$ cat config.mk
export PLATFORM = sky130hd
export DESIGN_NAME = midi_clock_transport_follower
export DESIGN_NICKNAME = d
export VERILOG_FILES = /design/src/hdl/mct_pkg.sv /design/src/hdl/midi_clock_transport_follower.sv /design/src/hdl/mct_divider.sv
export SDC_FILE = /design/constraint.sdc
export NUM_CORES = 1
export LEC_CHECK = 0
export ABC_AREA = 1
export BUFFER_PORTS_ARGS = -buffer_cell sky130_fd_sc_hd__buf_4
export CAP_MARGIN = 20
export CORE_MARGIN = 2
export CORE_UTILIZATION = 40
export CTS_BUF_LIST = sky130_fd_sc_hd__clkbuf_4 sky130_fd_sc_hd__clkbuf_8
export CTS_CLUSTER_SIZE = 12
export DETAILED_ROUTE_END_ITERATION = 8
export PLACE_DENSITY = 0.62
export SETUP_SLACK_MARGIN = 0.1
export SLEW_MARGIN = 10
export SYNTH_ARGS = -nofsm -noshare
export SYNTH_HDL_FRONTEND = slang
export SYNTH_SLANG_ARGS = --single-unit
$ cat constraint.sdc
create_clock -name clock -period 14.4 [get_ports clock]
set_input_delay 0.72 -clock clock [delete_from_list [all_inputs] [get_ports clock]]
set_output_delay 0.72 -clock clock [all_outputs]
set_load 0.1 [all_outputs]
$ cat src/hdl/mct_pkg.sv
// Shared types, field layouts and constants for the MIDI clock transport follower.
package mct_pkg;

   // Field widths.
   localparam int OP_W      = 3;
   localparam int TS_W      = 32;
   localparam int SPP_W     = 14;
   localparam int HZ_W      = 27;
   localparam int PULSE_W   = 5;
   localparam int BEATS_W   = 32;
   localparam int TEMPO_W   = 24;
   localparam int REQ_W     = 56;
   localparam int RSP_W     = 80;

   // Request data layout, lowest bit first.
   localparam int REQ_OP_LSB  = 0;
   localparam int REQ_TS_LSB  = REQ_OP_LSB + OP_W;
   localparam int REQ_SPP_LSB = REQ_TS_LSB + TS_W;
   localparam int REQ_USED_W  = REQ_SPP_LSB + SPP_W;

   // Response data layout, lowest bit first.
   localparam int RSP_RUN_BIT   = 0;
   localparam int RSP_PULSE_LSB = 1;
   localparam int RSP_BEATS_LSB = RSP_PULSE_LSB + PULSE_W;
   localparam int RSP_DONE_BIT  = RSP_BEATS_LSB + BEATS_W;
   localparam int RSP_TEMPO_LSB = RSP_DONE_BIT + 1;
   localparam int RSP_SPP_LSB   = RSP_TEMPO_LSB + TEMPO_W;
   localparam int RSP_USED_W    = RSP_SPP_LSB + SPP_W;

   // Tempo numerator is timestamp_hz * 60 s * 256 (Q8 scaling).
   localparam int TEMPO_SCALE = 60 * 256;
   localparam int NUM_W       = HZ_W + 14;
   localparam int NUM_LO_W    = TEMPO_W;
   localparam int NUM_HI_W    = NUM_W - NUM_LO_W;
   localparam int QCNT_W      = $clog2(TEMPO_W);

   localparam logic [HZ_W-1:0]    HZ_RESET  = HZ_W'(1000000);
   localparam logic [TEMPO_W-1:0] TEMPO_MAX = '1;
   localparam logic [BEATS_W-1:0] BEATS_MAX = '1;

   // Message codes.
   typedef enum logic [OP_W-1:0] {
      OP_CLOCK    = 3'd0,
      OP_START    = 3'd1,
      OP_CONTINUE = 3'd2,
      OP_STOP     = 3'd3,
      OP_SONG_POS = 3'd4,
      OP_RESET    = 3'd5
   } op_type;

   // Top-level sequencer states.
   typedef enum logic [1:0] {
      ST_IDLE,
      ST_DIVIDE,
      ST_OUTPUT
   } ctl_state_type;

   // Divider sequencer states.
   typedef enum logic [1:0] {
      DIV_IDLE,
      DIV_CHECK,
      DIV_ITER
   } div_state_type;

   // Divider result as seen by the sequencer.
   typedef struct packed {
      logic                done;
      logic [TEMPO_W-1:0]  quotient;
   } div_result_type;

endpackage

$ cat src/hdl/midi_clock_transport_follower.sv
// Top level of the MIDI clock transport follower: transport state, sequencer and channels.
//
// Usage: each request transaction carries one decoded MIDI realtime message
// (operation, timestamp, song position) on req_tdata. Every request produces
// exactly one response transaction on rsp_tdata showing the transport state
// after that message.
// Messages other than a tempo-updating clock load the response register at
// the accepting edge, so the response is valid in the cycle after acceptance.
// A clock that refreshes the tempo runs the bit-serial divider: one overflow
// check plus 24 quotient steps on its shared subtractor, or the check alone
// when it saturates the tempo at once; the quotient is then loaded into the
// response register from ST_OUTPUT once the response register is free.
// Throughput: one message at a time; req_tready is low while a division runs.
// Reset clears the transport state, the tempo and the previous clock time,
// and sets timestamp_hz to 1000000. If the receiver stalls, the response is
// held in its register and a new request is taken only once it is consumed
// or in the cycle it is taken.
// csr_wr_en writes timestamp_hz; write it only while the block is idle.
module midi_clock_transport_follower
   import mct_pkg::*;
#(
   parameter int CLOCKS_PER_BEAT = 24
) (
   input  logic              clock,
   input  logic              reset,
   // Request: operation[2:0], timestamp[34:3], song_pointer_in[48:35], zero fill.
   input  logic              req_tvalid,
   output logic              req_tready,
   input  logic [REQ_W-1:0]  req_tdata,
   // Response: running[0], clock_in_beat[5:1], beat_count[37:6], beat_done[38],
   // tempo_q8[62:39], song_pointer[76:63], zero fill.
   output logic              rsp_tvalid,
   input  logic              rsp_tready,
   output logic [RSP_W-1:0]  rsp_tdata,
   input  logic              csr_wr_en,
   input  logic [HZ_W-1:0]   csr_wr_data
);

   ctl_state_type         state_ff, state_in;
   logic [HZ_W-1:0]       hz_ff, hz_in;
   logic                  run_ff, run_in;
   logic [PULSE_W-1:0]    pulse_ff, pulse_in;
   logic [BEATS_W-1:0]    beats_ff, beats_in;
   logic [TS_W-1:0]       prev_ff, prev_in;
   logic [TEMPO_W-1:0]    tempo_ff, tempo_in;
   logic [SPP_W-1:0]      spp_ff, spp_in;
   logic                  done_ff, done_in;
   logic                  rsp_valid_ff, rsp_valid_in;
   logic [RSP_W-1:0]      rsp_data_ff, rsp_data_in;

   op_type                op;
   logic [TS_W-1:0]       ts;
   logic [SPP_W-1:0]      spp;
   logic                  out_free;
   logic                  accept;
   logic                  tempo_upd;
   logic                  div_start;
   logic                  load_out;
   logic [PULSE_W-1:0]    pulse_inc;
   logic [TS_W-1:0]       interval;
   div_result_type        div_res;

   // Request fields.
   assign op  = op_type'(req_tdata[REQ_OP_LSB +: OP_W]);
   assign ts  = req_tdata[REQ_TS_LSB +: TS_W];
   assign spp = req_tdata[REQ_SPP_LSB +: SPP_W];

   assign out_free  = ~rsp_valid_ff | rsp_tready;
   assign accept    = req_tvalid & req_tready;
   assign interval  = ts - prev_ff;
   assign pulse_inc = pulse_ff + PULSE_W'(1);
   assign tempo_upd = run_ff & (op == OP_CLOCK) & (prev_ff != '0) & (ts > prev_ff);
   assign div_start = accept & tempo_upd;

   mct_divider #(
      .CLOCKS_PER_BEAT (CLOCKS_PER_BEAT)
   ) u_divider (
      .clock    (clock),
      .reset    (reset),
      .start    (div_start),
      .hz       (hz_ff),
      .interval (interval),
      .result   (div_res)
   );

   // Next state of the sequencer.
   always_comb begin
      state_in = state_ff;
      case (state_ff)
         ST_IDLE: begin
            if (div_start) begin
               state_in = ST_DIVIDE;
            end
         end
         ST_DIVIDE: begin
            if (div_res.done) begin
               state_in = ST_OUTPUT;
            end
         end
         ST_OUTPUT: begin
            if (out_free) begin
               state_in = ST_IDLE;
            end
         end
         default: state_in = ST_IDLE;
      endcase
   end

   // Sequencer outputs.
   always_comb begin
      req_tready = 1'b0;
      load_out   = 1'b0;
      case (state_ff)
         ST_IDLE: begin
            req_tready = out_free;
            load_out   = accept & ~tempo_upd;
         end
         ST_DIVIDE: begin
            load_out = 1'b0;
         end
         ST_OUTPUT: begin
            load_out = out_free;
         end
         default: begin
            req_tready = 1'b0;
         end
      endcase
   end

   // Transport state updates per message.
   always_comb begin
      run_in   = run_ff;
      pulse_in = pulse_ff;
      beats_in = beats_ff;
      prev_in  = prev_ff;
      tempo_in = tempo_ff;
      spp_in   = spp_ff;
      done_in  = done_ff;
      if (accept) begin
         done_in = 1'b0;
         case (op)
            OP_CLOCK: begin
               if (run_ff) begin
                  prev_in = ts;
                  if (pulse_inc >= PULSE_W'(CLOCKS_PER_BEAT)) begin
                     pulse_in = '0;
                     done_in  = 1'b1;
                     if (beats_ff != BEATS_MAX) begin
                        beats_in = beats_ff + BEATS_W'(1);
                     end
                  end else begin
                     pulse_in = pulse_inc;
                  end
               end
            end
            OP_START: begin
               run_in   = 1'b1;
               pulse_in = '0;
               beats_in = '0;
               spp_in   = '0;
            end
            OP_CONTINUE: begin
               run_in = 1'b1;
            end
            OP_STOP: begin
               run_in = 1'b0;
            end
            OP_SONG_POS: begin
               spp_in = spp;
            end
            OP_RESET: begin
               run_in   = 1'b0;
               pulse_in = '0;
               beats_in = '0;
               spp_in   = '0;
               tempo_in = '0;
            end
            default: begin
               run_in = run_ff;
            end
         endcase
      end
      if (state_ff == ST_DIVIDE && div_res.done) begin
         tempo_in = div_res.quotient;
      end
   end

   // Configuration register.
   assign hz_in = csr_wr_en ? csr_wr_data : hz_ff;

   // Response register: load the state after the message, clear once taken.
   always_comb begin
      rsp_data_in  = rsp_data_ff;
      rsp_valid_in = rsp_valid_ff & ~rsp_tready;
      if (load_out) begin
         rsp_valid_in = 1'b1;
         rsp_data_in  = '0;
         rsp_data_in[RSP_RUN_BIT]             = run_in;
         rsp_data_in[RSP_PULSE_LSB +: PULSE_W] = pulse_in;
         rsp_data_in[RSP_BEATS_LSB +: BEATS_W] = beats_in;
         rsp_data_in[RSP_DONE_BIT]            = done_in;
         rsp_data_in[RSP_TEMPO_LSB +: TEMPO_W] = tempo_in;
         rsp_data_in[RSP_SPP_LSB +: SPP_W]     = spp_in;
      end
   end

   // Control and transport state registers.
   always_ff @(posedge clock) begin
      if (reset) begin
         state_ff     <= ST_IDLE;
         hz_ff        <= HZ_RESET;
         run_ff       <= 1'b0;
         pulse_ff     <= '0;
         beats_ff     <= '0;
         prev_ff      <= '0;
         tempo_ff     <= '0;
         spp_ff       <= '0;
         done_ff      <= 1'b0;
         rsp_valid_ff <= 1'b0;
      end else begin
         state_ff     <= state_in;
         hz_ff        <= hz_in;
         run_ff       <= run_in;
         pulse_ff     <= pulse_in;
         beats_ff     <= beats_in;
         prev_ff      <= prev_in;
         tempo_ff     <= tempo_in;
         spp_ff       <= spp_in;
         done_ff      <= done_in;
         rsp_valid_ff <= rsp_valid_in;
      end
   end

   // Response payload.
   always_ff @(posedge clock) begin
      rsp_data_ff <= rsp_data_in;
   end

   assign rsp_tvalid = rsp_valid_ff;
   assign rsp_tdata  = rsp_data_ff;

endmodule

$ cat src/hdl/mct_divider.sv
// Bit-serial tempo divider built around one shared subtract-and-compare unit.
module mct_divider
   import mct_pkg::*;
#(
   parameter int CLOCKS_PER_BEAT = 24
) (
   input  logic                 clock,
   input  logic                 reset,
   input  logic                 start,
   input  logic [HZ_W-1:0]      hz,
   input  logic [TS_W-1:0]      interval,
   output div_result_type       result
);

   localparam int DEN_W = TS_W + $clog2(CLOCKS_PER_BEAT + 1);

   div_state_type          state_ff, state_in;
   logic [NUM_HI_W-1:0]    hi_ff, hi_in;
   logic [NUM_LO_W-1:0]    lo_ff, lo_in;
   logic [DEN_W-1:0]       den_ff, den_in;
   logic [DEN_W-1:0]       rem_ff, rem_in;
   logic [TEMPO_W-1:0]     quot_ff, quot_in;
   logic [QCNT_W-1:0]      cnt_ff, cnt_in;
   logic                   done_ff, done_in;

   logic [NUM_W-1:0]       num;
   logic [DEN_W:0]         opa;
   logic [DEN_W:0]         diff;
   logic                   ge;

   // Operands scaled by constants at start.
   assign num = NUM_W'(hz) * NUM_W'(TEMPO_SCALE);

   // Shared unit: the overflow check and every quotient step use this one subtractor.
   always_comb begin
      if (state_ff == DIV_CHECK) begin
         opa = (DEN_W + 1)'(hi_ff);
      end else begin
         opa = {rem_ff, lo_ff[NUM_LO_W-1]};
      end
      diff = opa - {1'b0, den_ff};
      ge   = ~diff[DEN_W];
   end

   // Next state.
   always_comb begin
      state_in = state_ff;
      case (state_ff)
         DIV_IDLE: begin
            if (start) begin
               state_in = DIV_CHECK;
            end
         end
         DIV_CHECK: begin
            state_in = ge ? DIV_IDLE : DIV_ITER;
         end
         DIV_ITER: begin
            if (cnt_ff == '0) begin
               state_in = DIV_IDLE;
            end
         end
         default: state_in = DIV_IDLE;
      endcase
   end

   // Datapath updates for each state.
   always_comb begin
      hi_in   = hi_ff;
      lo_in   = lo_ff;
      den_in  = den_ff;
      rem_in  = rem_ff;
      quot_in = quot_ff;
      cnt_in  = cnt_ff;
      done_in = 1'b0;
      case (state_ff)
         DIV_IDLE: begin
            if (start) begin
               hi_in  = num[NUM_W-1:NUM_LO_W];
               lo_in  = num[NUM_LO_W-1:0];
               den_in = DEN_W'(interval) * DEN_W'(CLOCKS_PER_BEAT);
               cnt_in = QCNT_W'(TEMPO_W - 1);
            end
         end
         DIV_CHECK: begin
            // A quotient of 2^24 or more saturates at once.
            if (ge) begin
               quot_in = TEMPO_MAX;
               done_in = 1'b1;
            end else begin
               rem_in = opa[DEN_W-1:0];
            end
         end
         DIV_ITER: begin
            rem_in  = ge ? diff[DEN_W-1:0] : opa[DEN_W-1:0];
            quot_in = {quot_ff[TEMPO_W-2:0], ge};
            lo_in   = {lo_ff[NUM_LO_W-2:0], 1'b0};
            cnt_in  = cnt_ff - QCNT_W'(1);
            if (cnt_ff == '0) begin
               done_in = 1'b1;
            end
         end
         default: begin
            done_in = 1'b0;
         end
      endcase
   end

   // Control registers.
   always_ff @(posedge clock) begin
      if (reset) begin
         state_ff <= DIV_IDLE;
         done_ff  <= 1'b0;
      end else begin
         state_ff <= state_in;
         done_ff  <= done_in;
      end
   end

   // Datapath registers.
   always_ff @(posedge clock) begin
      hi_ff   <= hi_in;
      lo_ff   <= lo_in;
      den_ff  <= den_in;
      rem_ff  <= rem_in;
      quot_ff <= quot_in;
      cnt_ff  <= cnt_in;
   end

   assign result.done     = done_ff;
   assign result.quotient = quot_ff;

endmodule

==> results of run 1 <==
-- cell type report --
| cell class | instances | area (µm²) |
|---|---|---|
| Sequential cell | 350 | 9089 |
| Timing Repair Buffer | 169 | 1301 |
| Tap cell | 756 | 945.9 |
| Antenna cell | 7 | 17.52 |
| Clock buffer | 79 | 1006 |
| Fill cell | 5713 | 30350 |
| Inverter | 349 | 1321 |
| Clock inverter | 34 | 340.3 |
| Multi-Input combinational cell | 2169 | 12230 |
-- tightest hold or removal path, cell delays in order --
cell and delay [ps]:
buf_4 80, nand2_1 40, nand3_1 60
-- where the power goes --
group / switching, mW / internal, mW / leakage, nW / total [mW]
Clock: 0.436 / 0.570 / 0.701 / 1.01
Combinational: 0.622 / 0.301 / 7.82 / 0.923
Sequential: 0.0215 / 1.13 / 3.09 / 1.15
-- routing by layer --
metal | global-route usage | vias to the layer above
li1 | - | 10070
met5 | 0 | -
met3 | 0.02445 | 123
met4 | 0.08967 | 0
met2 | 0.3652 | 430
met1 | 0.2665 | 9288
-- state kept, by name, indices dropped and copies added, names as in the netlist, 14 cells and up --
register,flops
prev_ff,32
hz_ff,27
u_divider.rem_ff,37
u_divider.hi_ff,17
u_divider.quot_ff,24
spp_ff,14
tempo_ff,24
u_divider.lo_ff,14
u_divider.den_ff,34
beats_ff,32
rsp_tdata,77
-- how the worst max path moves through the flow --
stage	endpoint	cells after the start	from
6_report	u_divider.rem_ff[34]$_DFFE_PP_	19	u_divider.state_ff[1]$_SDFFE_PP0P_
5_1_grt	u_divider.rem_ff[32]$_DFFE_PP_	21	u_divider.state_ff[1]$_SDFFE_PP0P_
4_1_cts	u_divider.rem_ff[34]$_DFFE_PP_	21	u_divider.state_ff[1]$_SDFFE_PP0P_
3_5_place_dp	u_divider.rem_ff[34]$_DFFE_PP_	21	u_divider.state_ff[1]$_SDFFE_PP0P_
3_3_place_gp	u_divider.rem_ff[34]$_DFFE_PP_	21	u_divider.state_ff[1]$_SDFFE_PP0P_
2_1_floorplan	rsp_tdata[0]$_DFFE_PP_	3	rsp_tvalid$_SDFF_PP0_
-- per-stage QoR --
stage / power [mW] / setup slack (ps)
6_report: 3.083 / 9578
2_1_floorplan: 1.845 / 7469
3_3_place_gp: 2.086 / 9651
5_1_grt: 3.269 / 9132
4_1_cts: 3.113 / 9553
3_5_place_dp: 2.093 / 9603
-- logic make-up after synthesis --
group                      after synthesis  synth area share
AOI/OAI and AO/OA                      505            0.1175
xor gates and xnor gates                89           0.03463
adders and majority gates              193            0.1229
buffers and inverters                  418           0.07253
DFF                                    350            0.3961
muxes                                    1         0.0004363
other                                    1         0.0001634
and+or+nand+nor                       1378            0.2557
-- cells in the mapped netlist, types with 2 or more instances --
cell / n
buf_6: 5
o21bai_1: 11
nor4_1: 6
nor2_2: 9
xor2_1: 48
a31oi_1: 9
inv_2: 2
nand4_1: 37
inv_4: 2
a21boi_0: 4
nand3_1: 186
a21o_1: 18
nor3_1: 31
o21ai_0: 153
a21oi_1: 258
xnor2_1: 39
clkinv_1: 2
buf_1: 4
a211oi_1: 2
o211ai_1: 3
and2_1: 2
nand3_4: 4
dfxtp_1: 142
buf_2: 12
inv_1: 341
nor2_1: 288
nand2_2: 6
edfxtp_1: 208
o21a_1: 8
fa_1: 54
o311ai_0: 2
clkbuf_1: 43
nand2_1: 748
o21ai_1: 29
or2_2: 40
nand3_2: 7
nor3_2: 3
buf_4: 4
nand3b_1: 4
ha_1: 139
o211a_1: 2
xnor2_2: 2
nor2_4: 2
==> results.cfg, run 1 <==
[global_route]
track_usage = 0.2110
grt_pass1_vias = 19870
grt_max_degree = 79
grt_overflow = 0
antenna_found_initial = 6
grt_pass1_wl_mm = 101.6

[synth]
synth_top_area_cell = edfxtp_1
ys_top_cells_by_area = edfxtp_1 27%, dfxtp_1 12%, nand2_1 12%
syn_area_per_cell_um2 = 7.818
synthCells = 2935
yosys_warnings = 0
synth-async-reset-ratio = 0
netlist_area_mm2 = 0.02294
post-synth-top-area-fraction = 0.2722
synth.distinct_cells = 59
synth_ff_type = edfxtp_1
ys_seq_elements = 350
seq_area_frac_synth = 0.3961
synth-edff-count = 208

[cts]
cts_hold_buf = 0
post-cts-setup-buffer-count = 0
cts.htree.levels = 2
cts_tree = yes
cts.sinks = 350
cts-resized-gates = 0
cts_buffer_depth = 3
clockRootBuffer = clkbuf_8
cts_made_buffers = 61
clk_pin_slew_worst_paths_ps = 60
clock_latency_ps = 680

[hold_path]
holdPathEnd = hz_ff[6]$_SDFFE_PP1P_
hold_class = in -> reg
hold_start = csr_wr_data[6]
hold_path_depth = 3

[worst_setup_path]
worst-path-max-fanout = 52
reg2reg_setup_slack_ps = 9580
r2r_end = u_divider.rem_ff[34]$_DFFE_PP_
cp-start-kind = register
worst-setup-path-type = reg -> reg
crit_top_cell = inv_1
r2r_cells = 19
cp_cell_sequence = inv_1, ha_1, buf_4, inv_1, or2_2, o21ai_0, inv_1, ha_1, a21oi_1, nand2_1, a21oi_1, nand3_2, nand2_2, nand2_2, nand2_2, nand3_4, inv_1, nand2_1, nand2_1
cp_slowest_cell = inv_1
end_kind = register
critPathBufInv = 5
arrival_ps = 5370
critPathTopFamily = simple AND/OR/NAND/NOR gates
critical_path.max_stage_delay_ps = 490
required_ps = 14950
timing.rr.start = u_divider.state_ff[1]$_SDFFE_PP0P_

[route]
drt_iter0_drc = 957
met1_length_mm = 27.77
ant_nets = 0
wl_per_cell_um = 16.03
via_count = 19910
routed_via_density = 5.089
post-route-drc-count = 0
dr.pass1.iters = 5
wl_met2_mm = 30.04
wl_met3_mm = 2.472
routed.top_layer = met4
routed_wl_mm = 62.72

[floorplan]
dieArea_mm2 = 0.05929
dieWidth_um = 243.5
num_rows = 87
core_mm2 = 0.05660
die_h_um = 243.5
initial_core_util = 0.4053
num_io_pins = 170

[cells_and_area]
final_cell_mix = 747 x nand2_1, 340 x inv_1, 287 x nor2_1, 258 x a21oi_1, 208 x edfxtp_1
final_common_cell = nand2_1
fin_nets = 3381
drive_above_1_share = 0.1137
layout.cells.non_filler = 3913
fin_util = 0.4638
final_area_mm2 = 0.02625
area_delta_synth_final_pct = 14.42

[timing]
finalMaxSlewViolations = 0
fin_setup_tns_ps = 0
fin_skew_ps = 27.43
setup-violations-final = 0
tightest_slew_ps = 1055
fin_crit_ps = 4822
clock.fmax_mhz = 207.4
fin_crit_sh = 0.3348
hold_ws_ps = 255.1
timing.slew.headroom = 0.2944
rsz0062_at_grt = no
finalHoldViolations = 0

[power_and_ir_drop]
vdd_drop_max_v = 0.00007650
p_per_area_mw_per_mm2 = 117.4
p_leak_nw = 11.61

[place]
dp_cells = 3791
place_area_mm2 = 0.02484
hpwl_mm = 48.67
gp_congestion = 0.9494
io_buffers = 159

[run]
maxCapViolCount = 0

[outcome]
status = complete, no violations
Note: power is estimated with default switching activity, not from simulation.
==> inputs of run 2 (changes only) <==
--- a/config.mk
+++ b/config.mk
@@ -13,7 +13,7 @@
 export CTS_BUF_LIST = sky130_fd_sc_hd__clkbuf_4 sky130_fd_sc_hd__clkbuf_8
 export CTS_CLUSTER_SIZE = 12
 export DETAILED_ROUTE_END_ITERATION = 8
-export PLACE_DENSITY = 0.62
+export PLACE_DENSITY = 0.64
 export SETUP_SLACK_MARGIN = 0.1
 export SLEW_MARGIN = 10
 export SYNTH_ARGS = -nofsm -noshare
==> constraint.sdc (replaced) <==
create_clock -name clock -period 4.4 [get_ports clock]
set_input_delay 0.22 -clock clock [delete_from_list [all_inputs] [get_ports clock]]
set_output_delay 0.22 -clock clock [all_outputs]
set_load 0.1 [all_outputs]
==> results.cfg, run 2 (same netlist as run 1, synthesis figures left out) <==
[outcome]
status = complete, no violations

[global_route]
track_usage = 0.1932
grt_pass1_wl_mm = 94.69
antenna_found_initial = 1
grt_overflow = 0
grt_pass1_vias = 19260
grt_max_degree = 79

[cts]
cts.htree.levels = 2
cts_tree = yes
clk_pin_slew_worst_paths_ps = 60
cts_buffer_depth = 3
post-cts-setup-buffer-count = 0
cts_made_buffers = 60
cts.sinks = 350
clockRootBuffer = clkbuf_8
clock_latency_ps = 670

[cells_and_area]
nFillCells = 5603
area_delta_synth_final_pct = 19.34
largest_reg_flops = 77
final_common_cell = nand2_1
drive_above_1_share = 0.1174
fin_nets = 3492
final_cell_mix = 746 x nand2_1, 340 x inv_1, 287 x nor2_1, 254 x a21oi_1, 208 x edfxtp_1
seq_area_mm2 = 0.009089
multi_input_area_mm2 = 0.01226

[worst_setup_path]
required_ps = 4810
critPathBufInv = 1
critPathTopFamily = simple AND/OR/NAND/NOR gates
arrival_ps = 4300
cp-start-kind = register
worst-setup-path-type = reg -> reg
reg2reg_setup_slack_ps = 510
critical_path.max_stage_delay_ps = 390
end_kind = register
crit_top_cell = nand2_1
cp_slowest_cell = fa_1
worst-path-max-fanout = 4

[place]
io_buffers = 159
gp_congestion = 0.9116
hpwl_mm = 44.38

[route]
drt_iter0_drc = 1171
dr.pass1.iters = 7
ant_nets = 0
via_count = 20070
routed_via_density = 4.992
routed_wl_mm = 58.28
post-route-drc-count = 0
wl_per_cell_um = 14.50

[power_and_ir_drop]
p_total_mw = 10.04
p_per_area_mw_per_mm2 = 366.8
vdd_drop_max_v = 0.0002723
p_leak_nw = 12.13

[floorplan]
dieArea_mm2 = 0.05929
initial_core_util = 0.4053
num_io_pins = 170
num_rows = 87
die_h_um = 243.5
core_mm2 = 0.05660
dieWidth_um = 243.5

[timing]
clock.fmax_mhz = 256.9
setup-violations-final = 0
fin_skew_ps = 49.23
tightest_slew_ps = 916.4
fin_crit_ps = 3892
finalMaxSlewViolations = 0
fin_setup_tns_ps = 0
fin_crit_sh = 0.8846
rsz0062_at_grt = yes
timing.slew.headroom = 0.3876
finalHoldViolations = 0

[run]
maxCapViolCount = 0

[hold_path]
hold_class = in -> reg
## run 2: power by group
part / leakage (nW) / total, mW / switching [mW] / internal, mW
logic: 8.32 / 2.98 / 1.93 / 1.05
registers: 3.09 / 3.77 / 0.0688 / 3.70
clock network: 0.724 / 3.29 / 1.41 / 1.88
## run 2: worst reg2reg max path: cells and delay by family, from the launching register on
| family | cells | cell delay, ps |
|---|---|---|
| flops | 1 | 350 |
| simple gates | 17 | 1590 |
| compound gates | 3 | 580 |
| xor+xnor | 1 | 150 |
| buf+inv | 1 | 50 |
| fa+ha+maj | 3 | 920 |
## run 2: path summary, 6_finish.rpt
kind,endpoint,from,depth (start not counted)
hold reg to reg,prev_ff[26]$_SDFFE_PP0P_,prev_ff[26]$_SDFFE_PP0P_,2
setup / recovery,u_divider.den_ff[28]$_DFFE_PP_,prev_ff[0]$_SDFFE_PP0P_,25
setup reg to reg,u_divider.den_ff[28]$_DFFE_PP_,prev_ff[0]$_SDFFE_PP0P_,25
hold / removal,hz_ff[1]$_SDFFE_PP0P_,csr_wr_en,3
## run 2: cell type report
type                            instances  area share
Timing Repair Buffer                  281     0.08783
Sequential cell                       350      0.3319
Antenna cell                            1  0.00009139
Inverter                              349     0.04825
Clock buffer                           90     0.04113
Clock inverter                         24    0.008636
Tap cell                              756     0.03455
Multi-Input combinational cell       2169      0.4476
## run 2: repair_timing
item                                    CTS  global route
endpoints found under the setup margin    0             4
hold endpoints to repair                111             0
hold buffers                            100             0
resized for setup                         0             5
## run 2: metrics by stage
stage,hold WS (ps),worst slack (ps),instance area [µm²],cells,util
final,40.25,507.8,27380,4020,0.4837
after global routing,28.36,87.25,27380,4020,0.4837
after CTS,0.7991,505.6,27310,4017,0.4825
after detailed placement,447.3,445.5,24950,3803,0.4408
after global placement,437.4,467.8,24950,3803,0.4408
after floorplan,346.5,116.0,22970,2937,-
## run 2: routing by layer
layer | vias to the layer above | global-route usage | wire length (µm)
li1 | 10280 | - | -
met1 | 9247 | 0.2578 | 26830
met2 | 417 | 0.3193 | 26910
met3 | 123 | 0.02710 | 2618
met4 | 0 | 0.07156 | 1913
met5 | - | 0 | 0
